## config.mk

```make
export PLATFORM = sky130hd
export DESIGN_NAME = srag_ctrl
export DESIGN_NICKNAME = d
export VERILOG_FILES = /design/src/sv/srag_pkg.sv /design/src/sv/srag_ctrl.sv
export SDC_FILE = /design/constraint.sdc
export NUM_CORES = 1
export LEC_CHECK = 0
export BUFFER_PORTS_ARGS = -buffer_cell sky130_fd_sc_hd__buf_2
export CAP_MARGIN = 5
export CELL_PAD_IN_SITES_DETAIL_PLACEMENT = 0
export CELL_PAD_IN_SITES_GLOBAL_PLACEMENT = 1
export CORE_MARGIN = 3
export CORE_UTILIZATION = 30
export DETAILED_ROUTE_END_ITERATION = 16
export GPL_TIMING_DRIVEN = 0
export PLACE_DENSITY_LB_ADDON = 0.1
export SLEW_MARGIN = 20
export SYNTH_ARGS = -nofsm -noshare
export SYNTH_HDL_FRONTEND = slang
export SYNTH_SLANG_ARGS = --single-unit
```

## constraint.sdc

```tcl
create_clock -name clk -period 2.8 [get_ports clk]
set_input_delay 0.42 -clock clk [delete_from_list [all_inputs] [get_ports clk]]
set_output_delay 0.42 -clock clk [all_outputs]
set_load 0.02 [all_outputs]
```

## src/sv/srag_pkg.sv

```systemverilog
// shared types for the smallest range block
// command and status words between srag_ctrl and srag_dp
`default_nettype none
package srag_pkg;

  typedef struct packed {
    logic store;     // write the input word and bump the count
    logic start;     // set best range to all ones, first candidate
    logic rd_cand;   // read candidate minimum
    logic lat_cand;  // latch candidate, restart group walk
    logic rd_elem;   // read one group member
    logic eval;      // compare member against candidate
    logic grp_end;   // close group, move to next
    logic cand_end;  // fold candidate into best, next candidate
    logic finish;    // load result, clear count
  } cmd_t;

  typedef struct packed {
    logic too_few;
    logic k_end;
    logic g_last;
    logic i_last;
  } sts_t;

endpackage
`default_nettype wire

```

## src/sv/srag_ctrl.sv

```systemverilog
// controller state machine for the smallest range block
// depends on srag_pkg; drives srag_dp through cmd_t
`default_nettype none
module srag_ctrl (
  input  wire logic          clk,
  input  wire logic          rst,
  input  wire logic          in_valid,
  input  wire logic          item_last,
  output logic               in_stall,
  output logic               out_valid,
  input  wire logic          out_stall,
  input  wire srag_pkg::sts_t sts,
  output srag_pkg::cmd_t     cmd
);
  import srag_pkg::*;

  typedef enum logic [2:0] {
    LOAD, CHECK, CAND_RD, CAND_LAT, EL_RD, EL_EV, GRP_END, CAND_END
  } state_t;

  // FIN folded into an extra encoding would overflow 3 bits; use separate flag
  state_t state, state_next;
  logic   fin, fin_next;
  logic   accept;

  always_comb begin
    cmd        = '0;
    state_next = state;
    fin_next   = 1'b0;
    in_stall   = 1'b1;
    accept     = 1'b0;
    if (fin) begin
      cmd.finish = 1'b1;
      state_next = LOAD;
    end else begin
      case (state)
        LOAD: begin
          // hold a last word while the previous result is still waiting
          in_stall  = out_valid & item_last;
          accept    = in_valid & ~in_stall;
          cmd.store = accept;
          if (accept && item_last) state_next = CHECK;
        end
        CHECK: begin
          if (sts.too_few) begin
            fin_next = 1'b1;
          end else begin
            cmd.start  = 1'b1;
            state_next = CAND_RD;
          end
        end
        CAND_RD: begin
          cmd.rd_cand = 1'b1;
          state_next  = CAND_LAT;
        end
        CAND_LAT: begin
          cmd.lat_cand = 1'b1;
          state_next   = EL_RD;
        end
        EL_RD: begin
          if (sts.k_end) begin
            state_next = GRP_END;
          end else begin
            cmd.rd_elem = 1'b1;
            state_next  = EL_EV;
          end
        end
        EL_EV: begin
          cmd.eval   = 1'b1;
          state_next = EL_RD;
        end
        GRP_END: begin
          cmd.grp_end = 1'b1;
          state_next  = sts.g_last ? CAND_END : EL_RD;
        end
        CAND_END: begin
          cmd.cand_end = 1'b1;
          if (sts.i_last) fin_next = 1'b1;
          else state_next = CAND_RD;
        end
        default: state_next = LOAD;
      endcase
    end
  end

  always_ff @(posedge clk) begin
    if (rst) begin
      state     <= LOAD;
      fin       <= 1'b0;
      out_valid <= 1'b0;
    end else begin
      state <= state_next;
      fin   <= fin_next;
      if (fin) out_valid <= 1'b1;
      else if (out_valid && !out_stall) out_valid <= 1'b0;
    end
  end

endmodule
`default_nettype wire

```

==> results of run 1 <==
area by class of cell:
| type | instances | share of cell area |
|---|---|---|
| multi-input cells | 42 | 0.4763 |
| repair buffers | 19 | 0.1801 |
| plain buffers | 6 | 0.07109 |
| well taps | 14 | 0.03318 |
| flip-flops and latches | 5 | 0.1896 |
| clock buffers | 4 | 0.04976 |
layer usage:
metal | GRT usage | vias up | share of wire
li1 | - | 235 | -
met1 | 0.1705 | 187 | 0.49
met2 | 0.1667 | 18 | 0.42
met3 | 0.06867 | 0 | 0.091
met4 | 0.01863 | 0 | 0
met5 | 0 | - | 0
stage by stage:
stage	area [um^2]	hold WS [ns]	worst slack, ns
2_1_floorplan	389.1	0.4889	1.014
3_3_place_gp	501.7	0.5211	1.188
3_5_place_dp	501.7	0.5216	1.182
4_1_cts	528.0	0.3630	0.9083
5_1_grt	528.0	0.3699	0.8104
6_report	528.0	0.3711	0.9164
state kept, by name, summed over array words and instances, names as in the netlist:
signal,flops
fin,1
state,3
out_valid,1
cells by family after synthesis:
| kind of cell | after synthesis |
|---|---|
| flops | 5 |
| mux | 1 |
| buf+inv | 6 |
| compound gates | 10 |
| simple gates | 31 |
synth_stat cells, drive strengths merged, types with 2 or more instances:
library cell  count  share of area
o21ai             2          0.026
nand2             6          0.058
dfxtp             5           0.26
a31oi             2          0.032
buf               5          0.087
nor4              3          0.048
a21oi             3          0.048
nor3              4          0.051
nand2b            2          0.032
or2b              2          0.039
nor2              8          0.077
nor3b             2          0.039
placed cells by master (no fill, tap or decap):
cell       netlist  final
nand2_1          6      6
a2111oi_2        1      1
o31ai_1          1      1
nor3_1           4      4
a21oi_1          2      2
nor3b_1          2      2
nor4_1           3      3
nand2b_1         2      2
a221oi_2         1      1
dfxtp_1          5      5
mux2_2           1      1
buf_4            1      1
a21oi_2          1      1
and3_1           1      1
nor2_1           8      8
clkbuf_1         1      2
buf_2            3     22
a31oi_1          2      2
nand3b_1         1      1
clkbuf_4         0      3
o21ai_0          2      2
or2b_1           2      2
buf_6            1      1
and2b_1          1      1
nor2b_1          1      1
critical path, stage by stage (launching register included):
cell and delay (ns):
dfxtp_1 0.30, clkbuf_1 0.20, nor4_1 0.36, and3_1 0.20, buf_2 0.16
final timing paths:
check,from,to,slack (ns)
min,rst,state[2]$_SDFFE_PP0P_,0.37
max,fin$_SDFF_PP0_,cmd[8],0.92
max reg2reg,fin$_SDFF_PP0_,state[0]$_SDFFE_PP0P_,1.58
min reg2reg,out_valid$_SDFFE_PP0P_,out_valid$_SDFFE_PP0P_,0.53
report_power, final:
part           switching (mW)  internal, mW  total, mW
Clock                  0.0302        0.0539     0.0841
Sequential            0.00599        0.0774     0.0834
Combinational          0.0623        0.0448      0.107
==> impl_results.md, run 1 <==
* Reg clk slew, reported paths at 0.04 ns
* Post-synthesis mux area share at 0.02894
* GRT overflow at 0
* CTS resizes at 0
* Post-Synth Simple-Gate Area at 0.4148
* Port bufs at 19
* CTS root buffer: clkbuf_4
* Post-CTS setup buffer count at 0
* Leakage at 0.2561 nW
* DR pass1 iterations at 4
* Area of the die at 1765 um^2
* Flops & latches, synth at 5
* Die X at 42.02 um
* Drt drc at 0
* Initial antenna violation count at 0
* R2r worst-path depth at 4
* Max Fclk at 530.9 MHz
* Synthesis Warnings at 0
* Critical Path RT at 2.38 ns
* Setup TNS at 0 ns
* Synthesized area at 389.1 um^2
* Routed wire length at 1.056 mm
* Storage element area at 100.1 um^2
* Syn Area/Cell at 7.342 um^2
* H-Tree Depth at 1
* DP Wirelength at 770.7 um
* Compound-Gate Fraction of Synth Area at 0.2026
* Layout cells sized above 1 at 0.4079
* Worst setup EP type: primary output
* Slew Limit Fails at 0
* Clock tree buffer depth at 2
* Wire per inst at 11.73 um
* XOR/XNOR Fraction of Synth Area at 0
* Post-synth EDFFs at 0
* Largest net degree at the start of global routing at 11
* Final net count at 86
* Layout area overhead at 35.69%
* Hold Path Class: input port to flop
* Worst Tran Pin Value at 0.3813 ns
* Worst slew margin at 0.7458
* Placed cell count at 86
* CTS buffer count at 3
* Hold-fix buffers, CTS at 0
* Pwr/cell area at 520.0 nW/um^2
* Post-Synth Adder-Cell Area at 0
* Crit Path Class: flop to primary output
* DR iter-0 viols at 3
* Hold path cells at 2
* Initial Util at 0.3366
* Clock sink count at 5
* Arr. time, crit path at 1.46 ns
* Site Rows at 12
* Gr usage total at 0.1225
* Seq/Total Area, Yosys at 0.2572
* Antenna viol nets, final at 0
* Synth unique cells at 24
* Net Count, Synth at 62
* Final min period at 1.884 ns
* Peak VDD IR at 0.2826 mV
* I/O pins at 20
* Crit path max fanout at 8
* Area of the core at 1156 um^2
* Post-route non-filler standard cell count at 90
* Synth Instances at 53
* Worst skew pair latency at 0.24 ns
* Diode count at 0
* Total power at 274.6 uW
* Filler instances at 130
* Final core utilization at 0.4567
* Fin. Hold Viols at 0
* Main combinational cell family by area after synthesis: simple AND/OR/NAND/NOR gates
* Final worst path period share at 0.6727
* Vias in the first global route at 394
* Async SR Flop Fraction at 0
* Max-cap viol count at 0
* Die height at 42.02 um
* Vias after detailed routing at 440
* Worst setup SP type: flop
* Clk_skew at 0.002712 ns
* Placer Congestion at 0.7119
* Post-synth top flop: dfxtp_1
* Run status: finished, final reports clean
* Detailed-route vias per instance at 4.889
* First-pass GRT wire length at 1.683 mm
* TritonCTS clock tree: yes
* Final setup fails at 0
* Multi-input logic area at 251.5 um^2
* RSZ-0062 raised after global routing: no
(Power assumes the default switching activity.)
==> run 2: changes to the inputs <==
--- a/config.mk
+++ b/config.mk
@@ -10,7 +10,7 @@
 export CELL_PAD_IN_SITES_DETAIL_PLACEMENT = 0
 export CELL_PAD_IN_SITES_GLOBAL_PLACEMENT = 1
 export CORE_MARGIN = 3
-export CORE_UTILIZATION = 30
+export CORE_UTILIZATION = 25
 export DETAILED_ROUTE_END_ITERATION = 16
 export GPL_TIMING_DRIVEN = 0
 export PLACE_DENSITY_LB_ADDON = 0.1
==> constraint.sdc (replaced) <==
create_clock -name clk -period 1.55 [get_ports clk]
set_input_delay 0.2325 -clock clk [delete_from_list [all_inputs] [get_ports clk]]
set_output_delay 0.2325 -clock clk [all_outputs]
set_load 0.02 [all_outputs]
==> impl_results.md, run 2 (synthesis results as in run 1) <==
* Critical Path RT at 1.32 ns (-1.06 ns)
* Post-route design area at 584.3 um^2 (+11%)
* Die X at 45.45 um (+8.2%)
* Die height at 45.45 um (+8.2%)
* Max-cap viol count at 0 (unchanged)
* Clock sink count at 5 (unchanged)
* WHS Endpoint: state[2]$_SDFFE_PP0P_
* Largest net degree at the start of global routing at 11 (unchanged)
* Routed wire length at 1.117 mm (+5.8%)
* Antenna viol nets, final at 0 (unchanged)
* Largest Register: state
* Crit Path Class: flop to primary output
* DR pass1 iterations at 2 (-2)
* Internal reg-to-reg setup slack at 0.42 ns (-1.16 ns)
* Pwr/cell area at 896.4 nW/um^2 (+72%)
* H-Tree Depth at 1 (unchanged)
* Crit path max fanout at 10 (+2)
* Drt drc at 0 (unchanged)
* Final min period at 1.479 ns
* Final net count at 85 (-1.2%)
* Hold path cells at 2 (unchanged)
* Clk_skew at 0.005446 ns (+0.002734 ns)
* TritonCTS clock tree: yes
* DP Wirelength at 860.1 um (+12%)
* Reg clk slew, reported paths at 0.05 ns (about the same)
* Max Fclk at 676.0 MHz
* Area of the die at 2066 um^2 (+17%)
* Slew Limit Fails at 0 (unchanged)
* Site Rows at 13 (+1)
* Worst skew pair latency at 0.24 ns (about the same)
* RSZ-0062 raised after global routing: yes
* Fin. Hold Viols at 0 (unchanged)
* Diode count at 0 (unchanged)
* Final setup fails at 0 (unchanged)
* First-pass GRT wire length at 1.731 mm (+2.9%)
* Placed cell count at 87 (+1.2%)
* Vias after detailed routing at 442 (+0.45%)
* Initial antenna violation count at 0 (unchanged)
* Leakage at 0.2672 nW (+4.4%)
* DR iter-0 viols at 2 (-1)
* Dpl ws at 0.1037 ns (-1.079 ns)
* R2r worst-path depth at 3 (-1)
* Post-route non-filler standard cell count at 90 (unchanged)
* Reg2reg start: state[0]$_SDFFE_PP0P_
* Biggest regs: state: 3 flops, fin: 1 flops, out_valid: 1 flops
* I/O pins at 20 (unchanged)
* Hold Slack at 0.1793 ns (-0.1918 ns)
* Worst slew margin at 0.8216 (+0.07578)
* Initial Util at 0.2814 (-0.05513)
* Hold-fix buffers, CTS at 0 (unchanged)
* Wire per inst at 12.41 um (+5.8%)
* Vias in the first global route at 367 (-6.9%)
* Port bufs at 19 (unchanged)
* Flip-flop count of the largest register after layout at 3 (unchanged)
* Detailed-route vias per instance at 4.911 (+0.45%)
* Most frequent cells in the layout: buf_2 (18), nor2_1 (8), nand2_1 (6)
* GRT overflow at 0 (unchanged)
* CTS root buffer: clkbuf_4
* Crit path launch: state[1]$_SDFFE_PP0P_
* Worst Tran Pin Value at 0.2648 ns (-0.1165 ns)
* Layout area overhead at 50.16%
* CTS buffer count at 3 (unchanged)
* Commonest non-fill, non-tap cell in the layout: buf_2
* Peak VDD IR at 0.4508 mV (+60%)
* RR Endpoint: state[0]$_SDFFE_PP0P_
* Worst setup SP type: flop
* Worst setup EP type: primary output
* Setup ws final at 0.07067 ns (-0.8457 ns)
* Hold Crit Start: rst
* Placer Congestion at 0.6698 (-5.9%)
* Area after DPL at 503.0 um^2 (+0.25%)
* Arr. time, crit path at 1.25 ns (-0.21 ns)
* Area of the core at 1383 um^2 (+20%)
* Clock tree buffer depth at 2 (unchanged)
* Hold Path Class: input port to flop
* Gr usage total at 0.1204 (-0.002112)
* Layout cells sized above 1 at 0.5067 (+0.09877)
* Run status: finished, final reports clean
* Final worst path period share at 0.9544
## run 2: changes by cell type in the layout (fill, tap and decap cells not counted)
cell / previous run / this run
buf_2: 22 / 18
buf_4: 1 / 3
buf_6: 1 / 3
clkbuf_1: 2 / 1
nand2b_4: 0 / 1
nor4_2: 0 / 1
nand2b_1: 2 / 1
dfxtp_4: 0 / 3
nor4_1: 3 / 1
nor4_4: 0 / 1
dfxtp_1: 5 / 1
dfxtp_2: 0 / 1
## run 2: layout make-up
cell class	count	area (um^2)
multi-input cells	42	280.3
fillers	142	798.3
repair buffers	20	105.1
flip-flops and latches	5	112.6
clock buffers	4	26.28
well taps	15	18.77
plain buffers	4	41.29
## run 2: how the worst max path moves through the flow
stage / to / cells after the start / slack [ns]
floorplan: cmd[4] / 4 / -0.05
global placement: cmd[8] / 4 / 0.11
detailed placement: cmd[8] / 4 / 0.10
CTS: cmd[4] / 4 / -0.03
global route: cmd[4] / 4 / -0.03
finish: cmd[4] / 4 / 0.07
## run 2: critical path, stage by stage (launching register included)
cell and delay [ns]:
dfxtp_4 0.36, buf_6 0.14, nand2b_4 0.13, nor4_1 0.16
buf_2 0.21
## run 2: power breakdown
part | internal [mW] | switching, mW
logic | 0.0982 | 0.110
clock network | 0.0974 | 0.0543
registers | 0.141 | 0.0220
total | 0.337 | 0.187
## run 2: routing by layer
metal	part of all wire	wire, um	vias to the layer above	GRT usage
met1	0.49	545	203	0.1595
met4	0	0	0	0.03509
met2	0.47	521	7	0.1671
met5	0	0	-	0
met3	0.046	51	0	0.06324
li1	-	-	232	-
## run 2: repair_timing
| action | 4_1_cts | 5_1_grt |
|---|---|---|
| buffers inserted | 1 | 0 |
| resized for setup | 7 | 10 |
| pin swaps | 1 | 1 |
| setup endpoints to repair | 9 | 7 |
## run 2: metrics by stage
stage	TNS, ns	utilization	total power [mW]
finish	0	0.4226	0.5238
detailed placement	0	0.3638	0.3487
floorplan	-0.09406	-	0.2914
CTS	-0.04109	0.3955	0.5213
global placement	0	0.3638	0.3498
global route	-0.06249	0.4226	0.5709
==> run 3: changes to the inputs <==
==> config.mk (replaced) <==
export PLATFORM = sky130hd
export DESIGN_NAME = srag_ctrl
export DESIGN_NICKNAME = d
export VERILOG_FILES = /design/src/sv/srag_pkg.sv /design/src/sv/srag_ctrl.sv
export SDC_FILE = /design/constraint.sdc
export NUM_CORES = 1
export LEC_CHECK = 0
export CAP_MARGIN = 5
export CELL_PAD_IN_SITES_DETAIL_PLACEMENT = 0
export CELL_PAD_IN_SITES_GLOBAL_PLACEMENT = 1
export CORE_AREA = 3 3 40 42
export DETAILED_ROUTE_END_ITERATION = 16
export DIE_AREA = 0 0 43 45
export DONT_BUFFER_PORTS = 1
export PLACE_DENSITY_LB_ADDON = 0.1
export SETUP_SLACK_MARGIN = 0.5
export SLEW_MARGIN = 20
export SYNTH_ARGS = -nofsm -noshare
export SYNTH_HDL_FRONTEND = slang
export SYNTH_SLANG_ARGS = --single-unit
==> impl_results.md, run 3 (synthesis results as in run 1) <==
* DR pass1 iterations at 4 (+2)
* Max-cap viol count at 0 (unchanged)
* Fin. Hold Viols at 0 (unchanged)
* Final worst path period share at 0.9384 (-0.01596)
* Vias after detailed routing at 458 (+3.6%)
* GRT overflow at 0 (unchanged)
* Layout area overhead at 89.39%
* Clock sink count at 5 (unchanged)
* RSZ-0062 raised after global routing: yes
* CTS root buffer: clkbuf_4
* Leakage at 0.2757 nW (+3.2%)
* Clock tree buffer depth at 2 (unchanged)
* Reg clk slew, reported paths at 0.05 ns (about the same)
* Crit path max fanout at 5 (-5)
* Largest Register: state
* Peak VDD IR at 0.4983 mV (+11%)
* CTS buffer count at 3 (unchanged)
* Initial Util at 0.3028 (+0.02138)
* Die height at 45 um (-0.99%)
* Area of the die at 1935 um^2 (-6.3%)
* Commonest non-fill, non-tap cell in the layout: buf_4
* Critical Path RT at 1.32 ns (about the same)
* Diode count at 0 (unchanged)
* Placer Congestion at 0.8391 (+25%)
* Worst Tran Pin Value at 0.3937 ns (+0.1289 ns)
* First-pass GRT wire length at 2.187 mm (+26%)
* Slew Limit Fails at 0 (unchanged)
* Worst setup EP type: primary output
* Worst skew pair latency at 0.25 ns (about the same)
* Vias in the first global route at 434 (+18%)
* Antenna viol nets, final at 0 (unchanged)
* Run status: finished, final reports clean
* Bufs and invs on worst path at 2 (unchanged)
* Drt drc at 0 (unchanged)
* Crit-path cells: buf_6, buf_12, nor4_4
* Dpl ws at 0.2212 ns (+0.1174 ns)
* Layout cells sized above 1 at 0.7101 (+0.2035)
* Arr. time, crit path at 1.22 ns (-0.03 ns)
* Final min period at 1.455 ns (-0.02474 ns)
* Routed wire length at 1.344 mm (+20%)
* Port bufs at 0 (-19)
* Hold-fix buffers, CTS at 0 (unchanged)
* Initial antenna violation count at 0 (unchanged)
* Final net count at 79 (-7.1%)
* Worst setup SP type: flop
* H-Tree Depth at 1 (unchanged)
* Setup TNS at 0 ns (unchanged)
* Clk_skew at 0.008774 ns (+0.003328 ns)
* TritonCTS clock tree: yes
* Max stage delay on crit path at 0.40 ns (+0.04 ns)
* Hold Path Class: input port to flop
* Final setup fails at 0 (unchanged)
* Site Rows at 13 (unchanged)
* Pwr/cell area at 895.4 nW/um^2 (-0.11%)
* Worst slew margin at 0.7355 (-0.08605)
* Largest net degree at the start of global routing at 11 (unchanged)
* Crit Path Class: flop to primary output
* Gr usage total at 0.1543 (+0.03394)
* Area of the core at 1285 um^2 (-7.1%)
* Detailed-route vias per instance at 5.452 (+11%)
* Biggest regs: state: 3 flops, fin: 1 flops, out_valid: 1 flops
* Wire per inst at 16.00 um (+29%)
* DR iter-0 viols at 2 (unchanged)
* Crit-path slowest cell: nor4_4
* DP Wirelength at 863.5 um (+0.40%)
* Setup ws final at 0.09541 ns (+0.02474 ns)
* Flip-flop count of the largest register after layout at 3 (unchanged)
* Most frequent cells in the layout: buf_4 (10), nand2_2 (4), nor2_1 (4), buf_6 (4)
* CP delay by family, top: simple AND/OR/NAND/NOR gates
* I/O pins at 20 (unchanged)
* Die X at 43 um (-5.4%)
* Max Fclk at 687.5 MHz (+1.7%)
-- run 3: worst register-to-register path: stages, from the launching register on --
cell and delay [ns]:
dfxtp_2 0.32, buf_6 0.12, buf_12 0.13, buf_6 0.11, buf_8 0.12, mux2_4 0.31, a21oi_4 0.15, a221oi_2 0.07
-- run 3: repair_timing --
item	4_1_cts	5_1_grt
pin swaps	8	9
endpoints found under the setup margin	14	14
cloned	0	0
gates resized for setup	29	10
setup buffers	7	5
-- run 3: per-stage QoR --
stage,hold slack (ns),cells,utilization,instance area (um^2),power [mW]
4_1_cts,0.05028,79,0.5083,653.1,0.5982
6_report,0.04518,84,0.5735,737.0,0.6599
5_1_grt,0.02802,84,0.5735,737.0,0.7127
3_3_place_gp,0.3030,68,0.3739,480.5,0.3504
3_5_place_dp,0.3046,68,0.3739,480.5,0.3532
2_1_floorplan,0.3014,53,-,451.7,0.3167
-- run 3: final timing paths --
path | slack, ns | start | cells after the start | to
max reg2reg | 0.11 | state[0]$_SDFFE_PP0P_ | 7 | state[0]$_SDFFE_PP0P_
max | 0.1 | state[0]$_SDFFE_PP0P_ | 3 | cmd[4]
min | 0.05 | rst | 1 | state[2]$_SDFFE_PP0P_
min reg2reg | 0.56 | fin$_SDFF_PP0_ | 2 | out_valid$_SDFFE_PP0P_
-- run 3: layout make-up --
class,count,area (um^2)
Timing Repair Buffer,18,185.2
Fill cell,109,548.0
Clock buffer,4,26.28
Tap cell,15,18.77
Sequential cell,5,112.6
Multi-Input combinational cell,42,394.1
-- run 3: layer usage --
| layer | global-route usage | vias to the layer above | share of wire |
|---|---|---|---|
| met1 | 0.1985 | 221 | 0.38 |
| li1 | - | 220 | - |
| met4 | 0 | 0 | 0.011 |
| met2 | 0.2455 | 15 | 0.51 |
| met3 | 0.08367 | 2 | 0.10 |
| met5 | 0 | - | 0 |
-- run 3: power breakdown --
part	leakage [nW]	switching (mW)	internal (mW)
Sequential	0.0433	0.0202	0.140
Combinational	0.217	0.161	0.181
Clock	0.0150	0.0597	0.0977
Total	0.276	0.241	0.419
